--- src/eds_pkg.sv ---
// ----------------------------------------------------------------------------
// eds_pkg
// Types, constants and arithmetic helpers of the EAM spline evaluator.
// ----------------------------------------------------------------------------
`timescale 1ns / 1ps
`default_nettype none

package eds_pkg;

    typedef logic signed [31:0] word_t;
    typedef logic [19:0] dist_t;

    // Item modes.
    localparam logic [1:0] MODE_EVAL  = 2'd0;
    localparam logic [1:0] MODE_KNOT  = 2'd1;
    localparam logic [1:0] MODE_DCOEF = 2'd2;
    localparam logic [1:0] MODE_ECOEF = 2'd3;

    // Register index of the cutoff register.
    localparam logic REG_CUTOFF = 1'b0;
    localparam dist_t CUTOFF_RESET = 20'd364249;

    // Distance thresholds in Q4.16.
    localparam dist_t SPLINE_START = 20'd132449;
    localparam dist_t TAIL_ORIGIN  = 20'd132448;
    localparam dist_t TAIL_FLOOR   = 20'd59014;

    // Q8.24 constants.
    localparam word_t TAIL_SLOPE     = 32'sd1308623;
    localparam word_t TAIL_OFFSET    = 32'sd1466329;
    localparam word_t EMB_THRESH     = 32'sd21808704;
    localparam word_t EMB_SLOPE      = 32'sd11959034;
    localparam word_t EMB_ORIGIN     = 32'sd21810381;
    localparam word_t NEG_EMB_OFFSET = -32'sd42807104;

    // Sequencer states.
    typedef enum logic [2:0] {
        ST_IDLE,
        ST_KFIRST,
        ST_KWALK,
        ST_KLOAD,
        ST_COEF,
        ST_CUBIC,
        ST_EMB,
        ST_DONE
    } state_t;

    // Saturate a wide signed value to 32 bits.
    function automatic word_t sat_word(input logic signed [39:0] v);
        word_t r;
        if (v > 40'sd2147483647) begin
            r = 32'sh7fffffff;
        end else if (v < -40'sd2147483648) begin
            r = 32'sh80000000;
        end else begin
            r = v[31:0];
        end
        return r;
    endfunction

    // Q8.24 product, floored and saturated.
    function automatic word_t mul_q24(input word_t a, input word_t b);
        logic signed [63:0] prod;
        prod = a * b;
        return sat_word($signed(prod[63:24]));
    endfunction

    // Start of embedding row n: n / 10 in Q8.24, rounded up.
    function automatic word_t emb_base(input logic [3:0] n);
        word_t r;
        case (n)
            4'd1:    r = 32'sd1677722;
            4'd2:    r = 32'sd3355444;
            4'd3:    r = 32'sd5033165;
            4'd4:    r = 32'sd6710887;
            4'd5:    r = 32'sd8388608;
            4'd6:    r = 32'sd10066330;
            4'd7:    r = 32'sd11744052;
            4'd8:    r = 32'sd13421773;
            4'd9:    r = 32'sd15099495;
            4'd10:   r = 32'sd16777216;
            4'd11:   r = 32'sd18454938;
            4'd12:   r = 32'sd20132660;
            default: r = 32'sd0;
        endcase
        return r;
    endfunction

endpackage

`default_nettype wire

--- src/eds_cubic.sv ---
// ----------------------------------------------------------------------------
// eds_cubic
// Cubic polynomial and slope on one shared Q8.24 multiplier.
// ----------------------------------------------------------------------------
`timescale 1ns / 1ps
`default_nettype none

module eds_cubic (
    input  logic          clk,
    input  logic          rst_n,
    input  logic          en,
    input  eds_pkg::word_t x,
    input  eds_pkg::word_t coef [4],
    output logic          done,
    output eds_pkg::word_t val,
    output eds_pkg::word_t slope
);

    logic [2:0] step_reg;
    eds_pkg::word_t x2_reg, x3_reg, m1_reg, m2_reg, m3_reg, s2_reg, s3_reg;
    eds_pkg::word_t op_a, op_b, prod;
    logic signed [39:0] val_sum, slope_sum;

    // Step counter runs while enabled and restarts otherwise.
    always_ff @(posedge clk or negedge rst_n)
    begin
        if (!rst_n)
        begin
            step_reg <= 3'd0;
        end
        else
        begin
            step_reg <= en ? step_reg + 3'd1 : 3'd0;
        end
    end

    // Operand selection for the product of each step.
    always_comb
    begin
        case (step_reg)
            3'd0:    begin op_a = x;       op_b = x;      end
            3'd1:    begin op_a = x2_reg;  op_b = x;      end
            3'd2:    begin op_a = coef[1]; op_b = x;      end
            3'd3:    begin op_a = coef[2]; op_b = x2_reg; end
            3'd4:    begin op_a = coef[3]; op_b = x3_reg; end
            3'd5:    begin op_a = coef[2]; op_b = x;      end
            3'd6:    begin op_a = coef[3]; op_b = x2_reg; end
            default: begin op_a = '0;      op_b = '0;     end
        endcase
        prod = eds_pkg::mul_q24(op_a, op_b);
    end

    // Products are kept in their own registers.
    always_ff @(posedge clk)
    begin
        if (en)
        begin
            case (step_reg)
                3'd0:    x2_reg <= prod;
                3'd1:    x3_reg <= prod;
                3'd2:    m1_reg <= prod;
                3'd3:    m2_reg <= prod;
                3'd4:    m3_reg <= prod;
                3'd5:    s2_reg <= prod;
                3'd6:    s3_reg <= prod;
                default: ;
            endcase
        end
    end

    // Final sums in the last step.
    always_comb
    begin
        val_sum   = 40'(coef[0]) + 40'(m1_reg) + 40'(m2_reg) + 40'(m3_reg);
        slope_sum = 40'(coef[1]) + (40'(s2_reg) <<< 1) + (40'(s3_reg) <<< 1)
                    + 40'(s3_reg);
    end

    assign val   = eds_pkg::sat_word(val_sum);
    assign slope = eds_pkg::sat_word(slope_sum);
    assign done  = en && (step_reg == 3'd7);

endmodule

`default_nettype wire

--- config.mk ---
export PLATFORM = sky130hd
export DESIGN_NAME = eds_cubic
export DESIGN_NICKNAME = d
export VERILOG_FILES = /design/src/eds_pkg.sv /design/src/eds_cubic.sv
export SDC_FILE = /design/constraint.sdc
export NUM_CORES = 2
export LEC_CHECK = 0
export BUFFER_PORTS_ARGS = -buffer_cell sky130_fd_sc_hd__buf_2
export CAP_MARGIN = 5
export CORE_MARGIN = 3
export CORE_UTILIZATION = 55
export DETAILED_ROUTE_END_ITERATION = 8
export HOLD_SLACK_MARGIN = 0.15
export PLACE_DENSITY = 0.81
export SETUP_SLACK_MARGIN = 0.5
export SLEW_MARGIN = 20
export SYNTH_ARGS = -nofsm -noshare
export SYNTH_HDL_FRONTEND = slang
export SYNTH_SLANG_ARGS = --single-unit
--- constraint.sdc ---
create_clock -name clk -period 27.2 [get_ports clk]
set_input_delay 1.36 -clock clk [delete_from_list [all_inputs] [get_ports clk]]
set_output_delay 1.36 -clock clk [all_outputs]
set_load 0.05 [all_outputs]
==> results.cfg <==
[final_layout]
layout_common_cells = fa_1 (1210), inv_1 (1038), nand2_1 (693)
drive_gt1_share_pct = 7.80
layout_commonest_cell = fa_1
fill_cells = 7517
syn_to_final_growth_pct = 6.52
nNetsFinal = 6930

[route]
drc = 0
drt-total-wl_um = 169000
vias_per_cell = 6.21
first_iter_violations = 4563
wire_per_inst_um = 26.1
dr.pass1.iters = 7
postRouteAntennaNets = 0
vias = 40400

[synthesis]
synth_top_family_by_area = adder cells
synth_simple_gate_area_share_pct = 11.7
async_reset_ff_share_pct = 1.32
synth_seq_cells = 227
synth_fp_nets = 6828
synthAdderAreaFrac_pct = 54.3
synth_edf_count = 224
synth_mux_area_share_pct = 0.166
yosys_warnings = 0
postSynthAreaPerCell_um2 = 9.73
synthFlopType = edfxtp_1
syn_inst = 5197
ys_seq_area_share_pct = 13.5
synth_area_um2 = 50500
synth_xor_area_share_pct = 1.85
synth_compound_area_share_pct = 8.95
synth_cell_types = 77

[timing]
final_hold_viol_count = 0
fmax_mhz = 80.5
relSlewSlack_pct = 18.4
worst_pin_slew_ps = 1220
setup_viol = 0
fin_crit_ps = 12430
rsz0062_at_grt = no
finClkSkew_ps = 17.1
fin_tns_setup_ps = 0
fin_crit_sh_pct = 45.7
slew_viol_final = 0

[setup_path]
cp.required_ps = 27400
worstPathMaxFanout = 60
crit_type = flip-flop to flip-flop
startpoint_type = flip-flop
cpMaxStageDelayCell = fa_1
arrival_ps = 12630
r2r_slack_ps = 14770
end_kind = flip-flop
max_stage_delay_ps = 970

[cts]
post_cts_resized = 0
post-cts-setup-buffers = 0
clockBufferDepth = 3
cts.sinks = 227
clk_pin_slew_ps = 80
clkLatencyLatePin_ps = 520
cts_made_buffers = 18
cts_tree = done
cts_root_buf = clkbuf_16
htree_levels = 1
postCtsHoldBufs = 0

[grt]
grt_max_degree = 61
antenna_found_initial = 13
grt_pass1_wl_um = 256000
grt_pass1_vias = 42500
gr-total-overflow = 0
track_usage_pct = 36.3

[die]
initial_utilization_pct = 55.8
fp-row-count = 110
io_pins = 228
die_x_um = 309
dieArea_um2 = 95600
fp.coreArea_um2 = 90600
fp.dieH_um = 309

[worst_hold_path]
hold_class = input port to async pin

[outcome]
status = finished clean

[run]
max_cap_violations = 0

[placement]
hpwl_um = 138000
port_buffers = 227
gp_congestion = 1.05
-- stage by stage --
stage	hold slack [ps]	utilization, %	cells	instance area (µm²)	setup WS, ps
global route	615	59.4	6492	53800	13990
CTS	609	59.4	6487	53800	14900
detailed placement	626	58.7	6455	53200	14960
finish	628	59.4	6500	53800	14770
global placement	600	58.7	6455	53200	15330
floorplan	526	-	5197	50500	16950
-- Yosys cell counts, types with 14 or more instances --
cell type  instances  area [µm²]
nand2b_1          18         113
o21ai_0           66         330
o21bai_1          28         210
a221oi_1          32         280
and2_1            33         206
nor2_1           576        2160
o21a_1            17         128
ha_1             258        3230
xnor2_1           71         622
nand3_1           14        70.1
a21o_1           130         976
clkbuf_1         225         845
nand4_1           36         225
fa_1            1210       24200
o21ai_1           33         165
inv_1           1038        3900
nand2_1          694        2610
nor3_1            19        95.1
a22oi_1           59         443
and3_1            15        93.8
nor2b_1           16         100
xor2_1            36         315
a21oi_1          145         726
a221o_1           36         360
edfxtp_1         224        6730
-- worst paths after layout --
| kind | start | to | cells after the start |
|---|---|---|---|
| setup / recovery | step_reg[2] | m1_reg[0] | 32 |
| hold reg to reg | step_reg[0] | step_reg[0] | 1 |
| min in group clk | step_reg[0] | step_reg[0] | 1 |
| max in group asynchronous | rst_n | step_reg[0] | 1 |
| setup reg to reg | step_reg[2] | m1_reg[0] | 32 |
| hold / removal | rst_n | step_reg[1] | 1 |
-- cells by family after synthesis --
group | count (synthesis)
adder cells (fa/ha/maj) | 1468
flip-flops | 227
multiplexers | 8
buffers and inverters | 1283
AND/OR/NAND/NOR | 1454
AO/OA/AOI/OAI | 650
XOR/XNOR | 107
-- layer usage --
metal  part of all wire (%)  global-route usage, %  wire (µm)
met1                     34                   45.6      57000
met3                     13                   10.9      22600
met2                     44                   54.9      75100
met5                  0.026                      0         44
met4                    8.7                   24.4      14700
-- worst max-delay path, delay by kind of cell (launching register included) --
kind	cells	cell delay (ps)
buffers and inverters	10	2430
and+or+nand+nor	4	680
AOI/OAI and AO/OA	9	3190
DFF	1	820
adders and majority gates	9	4840
-- layout make-up --
cell class | count | area (µm²) | area share (%)
tap | 1176 | 1470 | 2.73
clock buffer | 24 | 514 | 0.955
timing repair buffer | 326 | 1880 | 3.49
inverter | 1039 | 3900 | 7.24
antenna | 13 | 32.5 | 0.0604
multi-input combinational | 3687 | 39100 | 72.7
sequential | 227 | 6800 | 12.6
clock inverter | 8 | 100 | 0.186
Power is left out: the tool's default activity adds up to more than one toggle a clock period on the data nets, which glitch-free logic cannot reach.
